**src/hw/rtl/websocket_frame_deframer_defines.svh**
```systemverilog
// Assertion macros for the WebSocket frame deframer.
// Taken in by the files that carry concurrent checks; no other dependencies.
`ifndef WEBSOCKET_FRAME_DEFRAMER_DEFINES_SVH
`define WEBSOCKET_FRAME_DEFRAMER_DEFINES_SVH

// Same-cycle implication, disabled while reset is asserted
`define WSD_ASSERT_IMPLIES(label, clk, rst_n, ante, cons, msg) \
	label: assert property (@(posedge clk) disable iff (!rst_n) (ante) |-> (cons)) \
		else $error(msg);

// Next-cycle implication, disabled while reset is asserted
`define WSD_ASSERT_NEXT(label, clk, rst_n, ante, cons, msg) \
	label: assert property (@(posedge clk) disable iff (!rst_n) (ante) |=> (cons)) \
		else $error(msg);

`endif

```
**src/hw/rtl/wsd_pkg.sv**
```systemverilog
// Shared types and constants for the WebSocket frame deframer.
// No dependencies; used by wsd_parser, wsd_skid and websocket_frame_deframer.
`timescale 1ns / 1ps

package wsd_pkg;

	// Default number of length bits kept from an extended length
	localparam int LENGTH_BITS_DEF = 31;

	// Widths of the result fields
	localparam int BYTE_W      = 8;
	localparam int OPCODE_W    = 4;
	localparam int FRAME_LEN_W = 31;

	// Output tdata: out_byte, frame_opcode, final_flag, frame_length, zero pad
	localparam int RES_DATA_W = BYTE_W + OPCODE_W + 1 + FRAME_LEN_W;
	localparam int TDATA_W    = ((RES_DATA_W + 7) / 8) * 8;
	localparam int TPAD_W     = TDATA_W - RES_DATA_W;

	// Short-length codes that announce an extended length
	localparam logic [6:0] LEN7_EXT16 = 7'd126;
	localparam logic [6:0] LEN7_EXT64 = 7'd127;

	// One result item
	typedef struct packed {
		logic [BYTE_W-1:0]      out_byte;
		logic                   byte_valid;
		logic [OPCODE_W-1:0]    frame_opcode;
		logic                   final_flag;
		logic [FRAME_LEN_W-1:0] frame_length;
		logic                   last_of_frame;
	} res_t;

endpackage

```
**src/hw/rtl/wsd_parser.sv**
```systemverilog
// Frame parser: header, extended length, masking key and payload unmasking.
// Depends on wsd_pkg for the result type and length codes.
`timescale 1ns / 1ps

module wsd_parser #(
	parameter int LENGTH_BITS = wsd_pkg::LENGTH_BITS_DEF
) (
	input  logic          clk,
	input  logic          arst_n,
	input  logic          discard,
	input  logic          in_valid,   // byte transfer accepted this cycle
	input  logic [7:0]    in_byte,
	output logic          res_valid,
	output wsd_pkg::res_t res
);

	typedef enum logic [2:0] {
		PH_HDR0  = 3'd0,
		PH_HDR1  = 3'd1,
		PH_EXT16 = 3'd2,
		PH_EXT64 = 3'd3,
		PH_KEY   = 3'd4,
		PH_DATA  = 3'd5
	} phase_t;

	phase_t                 phase_q, phase_n;
	logic                   fin_q, fin_n;
	logic [3:0]             opcode_q, opcode_n;
	logic                   masked_q, masked_n;
	logic [2:0]             cnt_q, cnt_n;
	logic [LENGTH_BITS-1:0] len_q, len_n;
	logic [31:0]            key_q, key_n;
	logic [LENGTH_BITS-1:0] rem_q, rem_n;
	logic [1:0]             kidx_q, kidx_n;

	logic       do_after;
	logic       do_begin;
	logic       res_v;
	logic [7:0] kb;
	logic       last;

	// Next state and result for one byte
	always_comb begin
		phase_n  = phase_q;
		fin_n    = fin_q;
		opcode_n = opcode_q;
		masked_n = masked_q;
		cnt_n    = cnt_q;
		len_n    = len_q;
		key_n    = key_q;
		rem_n    = rem_q;
		kidx_n   = kidx_q;
		do_after = 1'b0;
		do_begin = 1'b0;
		res_v    = 1'b0;
		kb       = '0;
		last     = 1'b0;
		res.out_byte      = '0;
		res.byte_valid    = 1'b0;
		res.last_of_frame = 1'b0;

		case (phase_q)
			PH_HDR1: begin
				masked_n = in_byte[7];
				len_n    = '0;
				cnt_n    = '0;
				if (in_byte[6:0] == wsd_pkg::LEN7_EXT16) begin
					phase_n = PH_EXT16;
				end else if (in_byte[6:0] == wsd_pkg::LEN7_EXT64) begin
					phase_n = PH_EXT64;
				end else begin
					len_n    = LENGTH_BITS'(in_byte[6:0]);
					do_after = 1'b1;
				end
			end
			PH_EXT16: begin
				len_n = {len_q[LENGTH_BITS-9:0], in_byte};
				cnt_n = cnt_q + 3'd1;
				if (cnt_n >= 3'd2) begin
					do_after = 1'b1;
				end
			end
			PH_EXT64: begin
				// eight bytes: the count wraps to zero on the last one
				len_n = {len_q[LENGTH_BITS-9:0], in_byte};
				cnt_n = cnt_q + 3'd1;
				if (cnt_n == 3'd0) begin
					do_after = 1'b1;
				end
			end
			PH_KEY: begin
				key_n = {key_q[23:0], in_byte};
				cnt_n = cnt_q + 3'd1;
				if (cnt_n >= 3'd4) begin
					do_begin = 1'b1;
				end
			end
			PH_DATA: begin
				// first key byte sits in the top bits
				if (masked_q) begin
					kb = key_q[{~kidx_q, 3'b000} +: 8];
				end
				kidx_n = kidx_q + 2'd1;
				if (rem_q != '0) begin
					rem_n = rem_q - LENGTH_BITS'(1);
				end
				last = (rem_n == '0);
				if (last) begin
					phase_n = PH_HDR0;
				end
				if (discard) begin
					res_v             = last;
					res.last_of_frame = last;
				end else begin
					res_v             = 1'b1;
					res.out_byte      = in_byte ^ kb;
					res.byte_valid    = 1'b1;
					res.last_of_frame = last;
				end
			end
			default: begin
				fin_n    = in_byte[7];
				opcode_n = in_byte[3:0];
				phase_n  = PH_HDR1;
			end
		endcase

		// Length complete: collect the key or go straight to the payload
		if (do_after) begin
			if (masked_n) begin
				key_n   = '0;
				cnt_n   = '0;
				phase_n = PH_KEY;
			end else begin
				do_begin = 1'b1;
			end
		end

		// Payload start; an empty frame ends here with one result
		if (do_begin) begin
			if (len_n == '0) begin
				res_v             = 1'b1;
				res.last_of_frame = 1'b1;
				phase_n           = PH_HDR0;
			end else begin
				rem_n   = len_n;
				kidx_n  = '0;
				phase_n = PH_DATA;
			end
		end

		res.frame_opcode = opcode_q;
		res.final_flag   = fin_q;
		res.frame_length = wsd_pkg::FRAME_LEN_W'(len_n);
		res_valid        = in_valid & res_v;
	end

	// Parser state
	always_ff @(posedge clk or negedge arst_n) begin
		if (!arst_n) begin
			phase_q  <= PH_HDR0;
			fin_q    <= 1'b0;
			opcode_q <= '0;
			masked_q <= 1'b0;
			cnt_q    <= '0;
			len_q    <= '0;
			key_q    <= '0;
			rem_q    <= '0;
			kidx_q   <= '0;
		end else if (in_valid) begin
			phase_q  <= phase_n;
			fin_q    <= fin_n;
			opcode_q <= opcode_n;
			masked_q <= masked_n;
			cnt_q    <= cnt_n;
			len_q    <= len_n;
			key_q    <= key_n;
			rem_q    <= rem_n;
			kidx_q   <= kidx_n;
		end
	end

endmodule

```
**src/hw/rtl/wsd_skid.sv**
```systemverilog
// Output register with a skid stage, so input transfers continue while a
// result waits. Depends on wsd_pkg for the result type.
`timescale 1ns / 1ps

module wsd_skid (
	input  logic          clk,
	input  logic          arst_n,
	input  logic          in_valid,
	input  wsd_pkg::res_t in_res,
	output logic          in_ready,
	output logic          out_valid,
	output wsd_pkg::res_t out_res,
	input  logic          out_ready
);

	logic          out_v_q;
	logic          skid_v_q;
	wsd_pkg::res_t out_q;
	wsd_pkg::res_t skid_q;

	assign in_ready  = !skid_v_q;
	assign out_valid = out_v_q;
	assign out_res   = out_q;

	// Control: output slot refills from the skid stage first
	always_ff @(posedge clk or negedge arst_n) begin
		if (!arst_n) begin
			out_v_q  <= 1'b0;
			skid_v_q <= 1'b0;
		end else if (out_ready || !out_v_q) begin
			out_v_q  <= skid_v_q | in_valid;
			skid_v_q <= 1'b0;
		end else if (in_valid) begin
			skid_v_q <= 1'b1;
		end
	end

	// Payload
	always_ff @(posedge clk) begin
		if (out_ready || !out_v_q) begin
			out_q <= skid_v_q ? skid_q : in_res;
		end else if (in_valid) begin
			skid_q <= in_res;
		end
	end

endmodule

```
**src/hw/rtl/websocket_frame_deframer.sv**
```systemverilog
// WebSocket frame deframer. One stream byte is taken per transfer, and a
// transfer can be accepted every cycle. Each byte's result, if it has one, is
// registered at the edge that takes the byte. If the output register is free,
// it is offered on the master side from the next cycle; else it waits in a
// one-entry skid stage. s_tready falls only when both hold a result that has
// not been taken. Header, length and key bytes give no result, except that an
// empty frame gives one result on the last of those bytes. Payload bytes come
// out unmasked with the frame fields; with discard_payload set only the end of
// each frame is reported. No clearing pass after reset. Depends on wsd_pkg,
// wsd_parser, wsd_skid and the assertion macro header.
`timescale 1ns / 1ps
`include "websocket_frame_deframer_defines.svh"

module websocket_frame_deframer #(
	parameter int LENGTH_BITS = wsd_pkg::LENGTH_BITS_DEF
) (
	input  logic                        clk,
	input  logic                        arst_n,
	// configuration: discard_payload in bit 0
	input  logic                        cfg_valid,
	output logic                        cfg_ready,
	input  logic                        cfg_data,
	// slave side
	input  logic                        s_tvalid,
	output logic                        s_tready,
	input  logic [7:0]                  s_tdata,   // [7:0] rx_byte
	// master side
	output logic                        m_tvalid,
	input  logic                        m_tready,
	// [7:0] out_byte, [11:8] frame_opcode, [12] final_flag,
	// [43:13] frame_length, rest zero
	output logic [wsd_pkg::TDATA_W-1:0] m_tdata,
	output logic                        m_tlast,   // last_of_frame
	output logic                        m_tuser    // byte_valid
);

	logic          discard_q;
	logic          s_xfer;
	logic          res_valid;
	wsd_pkg::res_t res;
	wsd_pkg::res_t out_res;

	// Configuration register, always ready
	assign cfg_ready = 1'b1;

	always_ff @(posedge clk or negedge arst_n) begin
		if (!arst_n) begin
			discard_q <= 1'b0;
		end else if (cfg_valid) begin
			discard_q <= cfg_data;
		end
	end

	assign s_xfer = s_tvalid & s_tready;

	wsd_parser #(
		.LENGTH_BITS(LENGTH_BITS)
	) u_parser (
		.clk      (clk),
		.arst_n   (arst_n),
		.discard  (discard_q),
		.in_valid (s_xfer),
		.in_byte  (s_tdata),
		.res_valid(res_valid),
		.res      (res)
	);

	wsd_skid u_skid (
		.clk      (clk),
		.arst_n   (arst_n),
		.in_valid (res_valid),
		.in_res   (res),
		.in_ready (s_tready),
		.out_valid(m_tvalid),
		.out_res  (out_res),
		.out_ready(m_tready)
	);

	// Pack the result onto the master side
	assign m_tdata = {{wsd_pkg::TPAD_W{1'b0}}, out_res.frame_length, out_res.final_flag,
		out_res.frame_opcode, out_res.out_byte};
	assign m_tlast = out_res.last_of_frame;
	assign m_tuser = out_res.byte_valid;

	// Checks
	`WSD_ASSERT_IMPLIES(a_stall_needs_output, clk, arst_n, !s_tready, m_tvalid,
		"input stalled with no result pending")
	`WSD_ASSERT_IMPLIES(a_empty_is_last, clk, arst_n, m_tvalid && !m_tuser,
		m_tlast && (m_tdata[7:0] == 8'd0), "result without a byte is not a clean frame end")
	`WSD_ASSERT_IMPLIES(a_discard_no_bytes, clk, arst_n, discard_q && s_xfer,
		!(res_valid && res.byte_valid), "payload byte produced in discard mode")
	`WSD_ASSERT_NEXT(a_result_offered, clk, arst_n, res_valid, m_tvalid,
		"result taken in but not offered")

endmodule
```
**config.mk**
```make
export PLATFORM = sky130hd
export DESIGN_NAME = websocket_frame_deframer
export DESIGN_NICKNAME = d
export VERILOG_FILES = /design/src/hw/rtl/wsd_pkg.sv /design/src/hw/rtl/wsd_parser.sv /design/src/hw/rtl/wsd_skid.sv /design/src/hw/rtl/websocket_frame_deframer.sv
export VERILOG_INCLUDE_DIRS = /design/src /design/src/hw/rtl
export SDC_FILE = /design/constraint.sdc
export NUM_CORES = 1
export LEC_CHECK = 0
export ABC_AREA = 1
export ABC_CLOCK_PERIOD_IN_PS = 5500
export BUFFER_PORTS_ARGS = -buffer_cell sky130_fd_sc_hd__buf_4
export CAP_MARGIN = 20
export CORE_MARGIN = 2
export CORE_UTILIZATION = 45
export CTS_CLUSTER_DIAMETER = 200
export DETAILED_ROUTE_END_ITERATION = 6
export MAX_ROUTING_LAYER = met4
export PLACE_DENSITY = 0.73
export REMOVE_ABC_BUFFERS = 1
export SLEW_MARGIN = 20
export SYNTH_ARGS = -nofsm -noshare
export SYNTH_HDL_FRONTEND = slang
export SYNTH_HIERARCHICAL = 1
export SYNTH_SLANG_ARGS = --single-unit
```
**constraint.sdc**
```tcl
create_clock -name clk -period 5.5 [get_ports clk]
set_clock_uncertainty 0.2 [all_clocks]
set_input_delay 1.65 -clock clk [delete_from_list [all_inputs] [get_ports clk]]
set_output_delay 1.65 -clock clk [all_outputs]
set_load 0.02 [all_outputs]
```
==> results of run 1 <==
## registers in the layout (all words and copies together) (netlist names)
| signal | count |
|---|---|
| discard_q | 1 |
| u_parser/cnt_q | 3 |
| u_parser/fin_q | 1 |
| u_parser/key_q | 32 |
| u_parser/kidx_q | 2 |
| u_parser/len_q | 31 |
| u_parser/masked_q | 1 |
| u_parser/opcode_q | 4 |
| u_parser/phase_q | 3 |
| u_parser/rem_q | 31 |
| u_skid/out_res | 46 |
| u_skid/out_valid | 1 |
| u_skid/skid_q | 46 |
| u_skid/skid_v_q | 1 |
## through the flow
stage / hold WS (ps) / instance area (µm²) / setup WS [ps]
2_1_floorplan: 242 / 10600 / -552
6_report: 283 / 12400 / 1040
5_1_grt: 306 / 12400 / 803
3_5_place_dp: 269 / 11600 / 838
3_3_place_gp: 261 / 11600 / 1060
4_1_cts: 284 / 12400 / 1130
## Yosys cell counts, types with 6 or more instances
master | number | area, µm²
edfxtp_1 | 92 | 2760
nand2_2 | 7 | 43.8
buf_6 | 8 | 90.1
xor2_1 | 6 | 52.6
inv_2 | 7 | 26.3
buf_2 | 12 | 60.1
nor2_1 | 107 | 402
o21ai_0 | 148 | 741
nand2_1 | 497 | 1870
a21oi_1 | 42 | 210
nand3b_1 | 13 | 97.6
o22ai_1 | 38 | 238
clkbuf_1 | 33 | 124
nand4_1 | 16 | 100
inv_1 | 143 | 537
dfrtp_1 | 111 | 2780
nand3_1 | 87 | 435
buf_4 | 13 | 97.6
## final cells by class
class,instances,area (µm²),share of cell area [%]
Multi-Input combinational cell,999,4500,36.3
Timing Repair Buffer,76,583,4.70
Clock buffer,23,564,4.55
Tap cell,324,405,3.27
Inverter,152,571,4.60
Clock inverter,17,240,1.94
Sequential cell,203,5540,44.7
## cells by family after synthesis
group           count (synthesis)  synth area share, %
flops                         203                 50.5
xor+xnor                        6                0.479
other cells                     2               0.0685
compound gates                246                 12.0
buf+inv                       223                 8.76
simple gates                  737                 27.6
fa+ha+maj                       5                0.570
## path summary, 6_finish.rpt
path                                                   from                        endpoint  slack, ps  cells after the start
min reg2reg                u_parser/opcode_q[0]$_DFFE_PN0P_     u_skid/skid_q[33]$_DFFE_PP_        280                      0
min in group asynchronous                            arst_n  u_parser/key_q[31]$_DFFE_PN0P_       1030                      1
max                         u_parser/phase_q[2]$_DFFE_PN0P_   u_parser/rem_q[8]$_DFFE_PN0P_       1040                     14
max in group asynchronous                            arst_n  u_parser/len_q[24]$_DFFE_PN0P_       3170                      2
min                        u_parser/opcode_q[0]$_DFFE_PN0P_     u_skid/skid_q[33]$_DFFE_PP_        280                      0
max reg2reg                 u_parser/phase_q[2]$_DFFE_PN0P_   u_parser/rem_q[8]$_DFFE_PN0P_       1040                     14
## metal layers
layer / up-vias / part of all wire, % / global-route usage [%] / wire [µm]
met1: 4401 / 45 / 31.3 / 12400
met2: 339 / 46 / 34.9 / 12700
met3: 38 / 7.0 / 2.52 / 1930
met4: 0 / 1.5 / 4.79 / 424
met5: - / 0 / - / 0
li1: 4671 / - / - / -
## power by group through the flow
stage               combinational, mW  sequential [mW]  clock (mW)
finish                           2.72             2.40        1.61
global route                     3.08             2.45        1.70
CTS                              2.69             2.39        1.64
detailed placement               2.67             2.41           0
global placement                 2.62             2.40           0
floorplan                        1.77             2.46           0
## critical path: cells and delay by family, from the launching register on
family | cells | cell delay, ps
simple gates | 11 | 2800
buf+inv | 2 | 480
compound gates | 1 | 440
flops | 1 | 400
==> reports/metrics.csv, run 1 <==
stage,metric,value,unit
outcome,status,"complete, but fails checks",
outcome,violations,DRC,
global_route,grt_overflow_total,0,
global_route,grt_max_degree,65,
logic_synthesis,synth_cell_types,33,
die,rows,57,
die,fp.dieW,160,µm
clock_network,post_cts_buffers,0,
timing,fmaxAchievable,224,MHz
power,p_leak,5.87,nW
power,intPower,3.93,mW
logic_synthesis,yosysWarnings,6,
drt,via_count,9449,
clock_network,cts_resized,0,
clock_network,cts_buffers,22,
logic_synthesis,postSynthRegisterBits,203,
setup_path,required,5680,ps
clock_network,clk_latency,510,ps
timing,finalSetupTns,0,ps
die,die_h,160,µm
drt,drt-total-wl,27400,µm
timing,period_share,81.1,%
logic_synthesis,synth_area,0.0110,mm²
power,power_density,542,mW/mm²
setup_path,slowest_delay,640,ps
layout,antennaDiodeCount,0,
layout,syn_to_final_growth,13.1,%
timing,finalMaxSlewViolations,0,
drt,wl_per_cell,15.3,µm
layout,final_layout_size_suffix_gt1_share,10.0,%
power,p_clk_share,23.9,%
drt,drc,1,
power,ir_drop,285,µV
logic_synthesis,ys.flop_type,dfrtp_1,
die,ios,67,
die,die_area,0.0256,mm²
setup_path,cp_common_cell,nand2_1,
clock_network,clockBufferDepth,3,
layout,nets,1473,
timing,hold_viol_final,0,
clock_network,htreeDepth,1,
global_route,grt_pass1_vias,8926,
logic_synthesis,synth_seq_area_share,50.5,%
logic_synthesis,postSynthAreaPerCell,7.71,µm²
logic_synthesis,synth_edf_count,92,
layout,fin_cells,1794,
timing,relSlewSlack,43.4,%
place,place_inst,1754,
global_route,grt_antenna_before_repair,0,
power,p_switching,2.79,mW
clock_network,clock-sinks,203,
min_path,hold_class,reg2reg,
power,pwr-share-comb,40.4,%
setup_path,end_kind,flop,
setup_path,worstPathArrival,4640,ps
place,place_congestion,0.920,
power,pwr-share-seq,35.6,%
global_route,grt_pass1_wl,45700,µm
setup_path,cp_max_fo,33,
clock_network,clk_pin_slew,60,ps
timing,rsz0062_at_grt,false,
drt,antenna_left,0,
clock_network,cts_root_buf,clkbuf_16,
timing,finalSetupViolations,0,
timing,layout_min_cycle_time,4460,ps
layout,final_core_util,51.5,%
setup_path,crit_path_start_kind,flop,
place,portBuffers,61,
logic_synthesis,async_reset_ff_share,54.7,%
logic_synthesis,syn_inst,1422,
power,swShare,41.5,%
place,dp.final_hpwl,18700,µm
setup_path,crit_slowest_cell,nand2_2,
drt,drtPass1Iterations,7,
setup_path,path_class,reg2reg,
layout,mostFrequentLayoutCell,nand2_1,
power,finalPower,6.73,mW
clock_network,hold_buffers,0,
drt,drtIter0Drc,1031,
setup_path,worstPathCellList,inv_2 > nand2_2 > nand2_1 > inv_2 > a21oi_1 > nand4_1 > nor2_1 > nand2_1 > nor2_2 > nand2_2 > nand2_2 > nand2_1 > nand3_1 > nand2_1,
job,cap_viol_max_count,0,
clock_network,cts_tree,yes,
layout,final_cell_mix,"nand2_1 (496), o21ai_0 (148), inv_1 (142), dfrtp_1 (111), nor2_1 (105)",
layout,fill_cells,2273,
timing,tightest_slew,840,ps
global_route,grtUsageTotal,22.2,%
die,coreArea,0.0241,mm²
drt,via_per_inst,5.27,
die,initial_core_util,45.5,%
Power figures use the tool's default switching activity.
==> run 2: changes to the inputs <==
--- a/config.mk
+++ b/config.mk
@@ -7,7 +7,7 @@
 export NUM_CORES = 1
 export LEC_CHECK = 0
 export ABC_AREA = 1
-export ABC_CLOCK_PERIOD_IN_PS = 5500
+export ABC_CLOCK_PERIOD_IN_PS = 3700
 export BUFFER_PORTS_ARGS = -buffer_cell sky130_fd_sc_hd__buf_4
 export CAP_MARGIN = 20
 export CORE_MARGIN = 2
@@ -15,7 +15,7 @@
 export CTS_CLUSTER_DIAMETER = 200
 export DETAILED_ROUTE_END_ITERATION = 6
 export MAX_ROUTING_LAYER = met4
-export PLACE_DENSITY = 0.73
+export PLACE_DENSITY = 0.75
 export REMOVE_ABC_BUFFERS = 1
 export SLEW_MARGIN = 20
 export SYNTH_ARGS = -nofsm -noshare
==> constraint.sdc (replaced) <==
create_clock -name clk -period 3.7 [get_ports clk]
set_clock_uncertainty 0.2 [all_clocks]
set_input_delay 1.11 -clock clk [delete_from_list [all_inputs] [get_ports clk]]
set_output_delay 1.11 -clock clk [all_outputs]
set_load 0.02 [all_outputs]
==> run 2 against run 1 <==
Against the previous run: largest power group unchanged; the run now ends clean; routed wire length up 0.95%; design area grew 2.5%; critical path type unchanged; sequential cell count unchanged.
==> reports/metrics.csv, run 2 (synthesized netlist as in run 1, its figures left out) <==
stage,metric,value,unit,change
global_route,grt_overflow_total,0,,unchanged
power,p_clk_share,21.5,%,-2.4 points
layout,final_layout_size_suffix_gt1_share,12.8,%,+2.8 points
layout,antennaDiodeCount,0,,unchanged
global_route,grt_antenna_before_repair,0,,unchanged
timing,fmaxAchievable,290,MHz,+29%
setup_path,cp_max_fo,31,,-6.1%
power,p_switching,4.23,mW,+51%
drt,drt-total-wl,27700,µm,+0.95%
layout,multi_input_area,0.00453,mm²,+0.50%
global_route,grt_pass1_vias,8865,,-0.68%
place,place_ws,75.6,ps,-763 ps
place,portBuffers,61,,unchanged
clock_network,cts_root_buf,clkbuf_16,,
job,cap_viol_max_count,0,,unchanged
drt,drtPass1Iterations,6,,-1
die,die_h,160,µm,unchanged
power,ir_drop,470,µV,+65%
power,p_leak,6.07,nW,+3.5%
setup_path,end_kind,flop,,
die,ios,67,,unchanged
layout,mostFrequentLayoutCell,nand2_1,,
setup_path,path_class,reg2reg,,
clock_network,cts_tree,yes,,
drt,wl_per_cell,15.0,µm,-1.5%
power,swShare,41.8,%,+0.28 points
die,coreArea,0.0241,mm²,unchanged
timing,layout_min_cycle_time,3440,ps,-1020 ps
outcome,status,finished clean,,
drt,via_count,9709,,+2.8%
die,fp.dieW,160,µm,unchanged
timing,rsz0062_at_grt,false,,
timing,finalSetupViolations,0,,unchanged
timing,finalWorstSetupSlack,256,ps,-785 ps
setup_path,required,3700,ps,-1980 ps
place,place_congestion,1.00,,+8.8%
timing,hold_viol_final,0,,unchanged
drt,via_per_inst,5.28,,+0.24%
min_path,hold_class,reg2reg,,
timing,relSlewSlack,52.5,%,+9.1 points
layout,fin_cells,1839,,+2.5%
global_route,use_met3,2.83,%,+0.31 points
power,intPower,5.88,mW,+50%
die,rows,57,,unchanged
drt,drc,0,,-1
clock_network,clk_pin_slew,60,ps,about the same
timing,tightest_slew,706,ps,-135 ps
clock_network,htreeDepth,1,,unchanged
layout,final_cell_mix,"nand2_1 (495), o21ai_0 (147), inv_1 (142), buf_4 (118), dfrtp_1 (111)",,
power,pwr-share-comb,43.8,%,+3.4 points
clock_network,clock-sinks,203,,unchanged
power,power_density,795,mW/mm²,+47%
place,dp.final_hpwl,19700,µm,+4.9%
setup_path,crit_path_start_kind,flop,,
global_route,top_usage_layer,met2,,
power,pwr-share-seq,34.6,%,-1.0 points
drt,antenna_left,0,,unchanged
global_route,grtUsageTotal,22.2,%,about the same
global_route,use_met1,31.4,%,+0.095 points
setup_path,worstPathArrival,3440,ps,-1200 ps
clock_network,cts_buffers,22,,unchanged
global_route,grt_pass1_wl,45600,µm,-0.19%
layout,nets,1518,,+3.1%
timing,finalMaxSlewViolations,0,,unchanged
layout,seqCellArea,0.00554,mm²,unchanged
global_route,grt_max_degree,64,,-1.5%
die,initial_core_util,45.5,%,unchanged
layout,syn_to_final_growth,16.0,%,
drt,drtIter0Drc,942,,-8.6%
global_route,grtUsageMet2,33.6,%,-1.3 points
place,place_inst,1797,,+2.5%
clock_network,hold_buffers,0,,unchanged
timing,period_share,93.1,%,+12 points
clock_network,clk_latency,510,ps,about the same
layout,fill_cells,2238,,-1.5%
die,die_area,0.0256,mm²,unchanged
clock_network,clockBufferDepth,3,,unchanged
[run 2: worst paths after layout]
check,startpoint,end,slack [ps],cells after the start
hold reg to reg,u_parser/fin_q$_DFFE_PN0P_,u_skid/skid_q[32]$_DFFE_PP_,290,0
hold / removal,u_parser/fin_q$_DFFE_PN0P_,u_skid/skid_q[32]$_DFFE_PP_,290,0
setup reg to reg,u_parser/phase_q[2]$_DFFE_PN0P_,u_skid/skid_q[25]$_DFFE_PP_,260,16
max in group asynchronous,arst_n,u_parser/len_q[11]$_DFFE_PN0P_,2160,2
min in group asynchronous,arst_n,u_parser/key_q[15]$_DFFE_PN0P_,400,1
setup / recovery,u_parser/phase_q[2]$_DFFE_PN0P_,u_skid/skid_q[25]$_DFFE_PP_,260,16
[run 2: cell type report]
| cell class | instances | share of cell area, % |
|---|---|---|
| clock buffers | 25 | 4.57 |
| clock inverters | 15 | 1.16 |
| inverters | 152 | 4.50 |
| multi-input cells | 999 | 35.6 |
| flip-flops and latches | 203 | 43.6 |
| well taps | 324 | 3.19 |
| repair buffers | 121 | 7.44 |
[run 2: per-stage QoR]
| stage | instance area [µm²] | total power [mW] | utilization (%) | TNS, ps | hold slack (ps) |
|---|---|---|---|---|---|
| after CTS | 12700 | 10.1 | 52.6 | 0 | 290 |
| after detailed placement | 12000 | 7.86 | 49.6 | 0 | 274 |
| final | 12700 | 10.1 | 52.8 | 0 | 293 |
| after floorplan | 10600 | 6.29 | - | -155130 | 242 |
| after global placement | 12000 | 7.78 | 49.6 | 0 | 265 |
| after global routing | 12700 | 10.9 | 52.8 | 0 | 302 |
[run 2: repair_timing]
action                                  in CTS  in global routing
buffers inserted                             0                  2
gates resized for setup                      0                 10
endpoints found under the setup margin       0                 46
[run 2: critical path: stages (launching register included)]
cell and delay, ps:
dfrtp_1 410, inv_2 140, nand3_1 150, nand2_1 130, inv_2 210, a21oi_2 310
nand2_1 90, nor3_1 330, nand3_1 130, nor2_1 180, nand3_1 160, nand3_1 120
nand2_1 60, inv_1 70, inv_1 60, nor2_4 150, buf_12 210
[run 2: metal layers]
layer | routed length, µm | vias to the layer above
met5 | 0 | -
met4 | 720 | 0
met3 | 2170 | 58
met2 | 12500 | 368
met1 | 12300 | 4517
li1 | - | 4766
[run 2: power by group through the flow]
stage	clock network, mW	logic, mW	registers [mW]
finish	2.18	4.43	3.50
global route	2.30	4.98	3.58
CTS	2.22	4.37	3.49
detailed placement	0	4.33	3.52
global placement	0	4.27	3.51
floorplan	0	2.63	3.66
==> run 3: changes to the inputs <==
--- a/config.mk
+++ b/config.mk
@@ -7,7 +7,7 @@
 export NUM_CORES = 1
 export LEC_CHECK = 0
 export ABC_AREA = 1
-export ABC_CLOCK_PERIOD_IN_PS = 3700
+export ABC_CLOCK_PERIOD_IN_PS = 3200
 export BUFFER_PORTS_ARGS = -buffer_cell sky130_fd_sc_hd__buf_4
 export CAP_MARGIN = 20
 export CORE_MARGIN = 2
@@ -15,8 +15,9 @@
 export CTS_CLUSTER_DIAMETER = 200
 export DETAILED_ROUTE_END_ITERATION = 6
 export MAX_ROUTING_LAYER = met4
-export PLACE_DENSITY = 0.75
+export PLACE_DENSITY = 0.73
 export REMOVE_ABC_BUFFERS = 1
+export SETUP_SLACK_MARGIN = 0.5
 export SLEW_MARGIN = 20
 export SYNTH_ARGS = -nofsm -noshare
 export SYNTH_HDL_FRONTEND = slang
==> constraint.sdc (replaced) <==
create_clock -name clk -period 3.2 [get_ports clk]
set_clock_uncertainty 0.2 [all_clocks]
set_input_delay 0.96 -clock clk [delete_from_list [all_inputs] [get_ports clk]]
set_output_delay 0.96 -clock clk [all_outputs]
set_load 0.02 [all_outputs]
==> run 3 against run 2 <==
Against the previous run: the run now ends with setup timing left; highest routed layer unchanged; sequential power increased by 17%; global-route usage is 2.6 points higher; non-clock buffer count increased by 163; total power rose by 38%; cell count increased by 8.8%; sequential cell count unchanged; design area rose by 20%; clock power increased by 6%.
==> reports/metrics.csv, run 3 (synthesized netlist as in run 1, its figures left out) <==
stage,metric,value,unit,change
timing,period_share,104,%,+11 points
drt,via_count,11000,,+13%
timing,hold_viol_final,0,,unchanged
setup_path,crit_path_start_kind,flop,,
drt,routed-wl-met3,2790,µm,+29%
place,placed_cell_area,0.0127,mm²,+6.2%
die,fp.dieW,160,µm,unchanged
timing,finalSetupViolations,46,,+46
job,cap_viol_max_count,0,,unchanged
timing,tightest_slew,643,ps,-62.6 ps
layout,final_core_util,63.3,%,+11 points
global_route,grt_antenna_before_repair,0,,unchanged
clock_network,htreeDepth,1,,unchanged
setup_path,slowest_delay,410,ps,about the same
clock_network,cts_root_buf,clkbuf_16,,
global_route,grt_pass1_vias,9773,,+10%
drt,highest_layer,met4,,
timing,layout_min_cycle_time,3340,ps,-103 ps
drt,via_per_inst,5.49,,+4.0%
drt,drc,0,,unchanged
power,p_switching,6.01,mW,+42%
setup_path,worstPathCellList,nor2_4 > buf_4 > nand2_1 > nor2_2 > nand2_2 > o21ai_2 > nand2_2 > o21ai_2 > nand2_1 > nor2_1 > buf_4 > nand4_1 > nand3_1 > nand2_1 > inv_2 > inv_2 > nor2_4 > buf_12 > buf_12 > buf_12,,
clock_network,cts_buffers,21,,-4.5%
clock_network,clk_latency,500,ps,about the same
place,place_ws,-198,ps,-274 ps
power,ir_drop,545,µV,+16%
drt,drt-total-wl,34700,µm,+25%
min_path,hold_class,in2async,,
timing,rsz0062_at_grt,true,,
place,place_congestion,0.906,,-9.5%
setup_path,path_class,reg2reg,,
drt,drtIter0Drc,1340,,+42%
timing,finalSetupTns,-4220,ps,-4220 ps
outcome,violations,setup timing,,
setup_path,crit_slowest_cell,dfrtp_1,,
layout,mostFrequentLayoutCell,nand2_1,,
clock_network,cts_tree,yes,,
power,pwr-share-seq,29.4,%,-5.2 points
clock_network,clockBufferDepth,3,,unchanged
setup_path,regToRegSetupSlack,-140,ps,-400 ps
clock_network,clk_pin_slew,70,ps,about the same
drt,antenna_left,0,,unchanged
place,portBuffers,61,,unchanged
global_route,grt_pass1_wl,50400,µm,+11%
power,p_clk_share,16.6,%,-4.9 points
drt,drtPass1Iterations,6,,unchanged
layout,final_cell_mix,"nand2_1 (452), buf_4 (230), inv_1 (126), o21ai_0 (126), dfrtp_1 (102)",,
setup_path,required,3210,ps,-490 ps
drt,dr_wl_met2,16200,µm,+30%
layout,fin_cells,2001,,+8.8%
power,power_density,914,mW/mm²,+15%
timing,relSlewSlack,57.0,%,+4.5 points
outcome,status,"complete, but fails checks",,
power,finalPower,13.9,mW,+38%
layout,multi_input_area,0.00543,mm²,+20%
setup_path,worstPathArrival,3350,ps,-90 ps
clock_network,hold_buffers,0,,unchanged
layout,antennaDiodeCount,0,,unchanged
setup_path,end_kind,flop,,
timing,finalWorstSetupSlack,-141,ps,-397 ps
setup_path,cp_max_fo,8,,-74%
layout,nets,1682,,+11%
place,place_inst,1888,,+5.1%
drt,drt-met1-wl,13900,µm,+13%
place,dp.final_hpwl,20500,µm,+4.1%
global_route,grtUsageTotal,24.8,%,+2.6 points
clock_network,clock-sinks,203,,unchanged
die,ios,67,,unchanged
layout,seqCellArea,0.00555,mm²,+0.20%
timing,fmaxAchievable,299,MHz,+3.1%
die,coreArea,0.0241,mm²,unchanged
power,pwr-share-comb,54.0,%,+10 points
timing,finalMaxSlewViolations,0,,unchanged
layout,final_layout_size_suffix_gt1_share,31.6,%,+19 points
power,p_leak,7.17,nW,+18%
layout,stdcell_area,0.0153,mm²,+20%
die,rows,57,,unchanged
drt,wl_per_cell,17.3,µm,+15%
timing,whs,248,ps,-44.3 ps
global_route,grt_max_degree,63,,-1.6%
global_route,grt_overflow_total,0,,unchanged
layout,syn_to_final_growth,39.2,%,
die,die_area,0.0256,mm²,unchanged
layout,fill_cells,1797,,-20%
power,intPower,7.94,mW,+35%
die,die_h,160,µm,unchanged
power,swShare,43.1,%,+1.3 points
die,initial_core_util,45.5,%,unchanged
## run 3: cell type report
type | count | area share [%]
inverter | 152 | 3.90
clock buffer | 25 | 3.54
clock inverter | 12 | 0.607
timing repair inverter | 2 | 0.0820
sequential | 203 | 36.4
timing repair buffer | 284 | 17.2
tap | 324 | 2.66
multi-input combinational | 999 | 35.6
## run 3: critical path: cells and delay by family (launching register included)
| family | cells | cell delay (ps) |
|---|---|---|
| buffers and inverters | 7 | 760 |
| flip-flops | 1 | 410 |
| AND/OR/NAND/NOR | 11 | 1380 |
| AO/OA/AOI/OAI | 2 | 290 |
## run 3: path summary, 6_finish.rpt
check,startpoint,cells past startpoint,endpoint
max in group asynchronous,arst_n,2,u_parser/len_q[18]$_DFFE_PN0P_
hold reg to reg,u_parser/opcode_q[1]$_DFFE_PN0P_,0,u_skid/skid_q[34]$_DFFE_PP_
hold / removal,arst_n,1,u_parser/key_q[30]$_DFFE_PN0P_
setup reg to reg,u_parser/rem_q[13]$_DFFE_PN0P_,20,u_skid/skid_q[13]$_DFFE_PP_
setup / recovery,u_parser/rem_q[13]$_DFFE_PN0P_,20,u_skid/skid_q[13]$_DFFE_PP_
min in group clk,u_parser/opcode_q[1]$_DFFE_PN0P_,0,u_skid/skid_q[34]$_DFFE_PP_
## run 3: power by group through the flow
stage                     combinational, mW  clock [mW]  sequential, mW
after CTS                              6.31        2.34            4.02
after global placement                 5.55           0            3.99
after global routing                   8.12        2.46            4.16
after floorplan                        3.04           0            4.23
after detailed placement               5.65           0            4.00
final                                  7.53        2.32            4.09
## run 3: per-layer routing
metal / global-route usage, % / vias up
met2: 38.6 / 569
met5: - / -
met3: 2.62 / 140
li1: - / 5114
met1: 33.9 / 5166
met4: 9.01 / 0
## run 3: repair_timing
item | CTS | global route
endpoints found under the setup margin | 85 | 90
gates resized for setup | 151 | 176
buffers inserted | 30 | 33
cloned | 5 | 8
pin swaps | 24 | 46
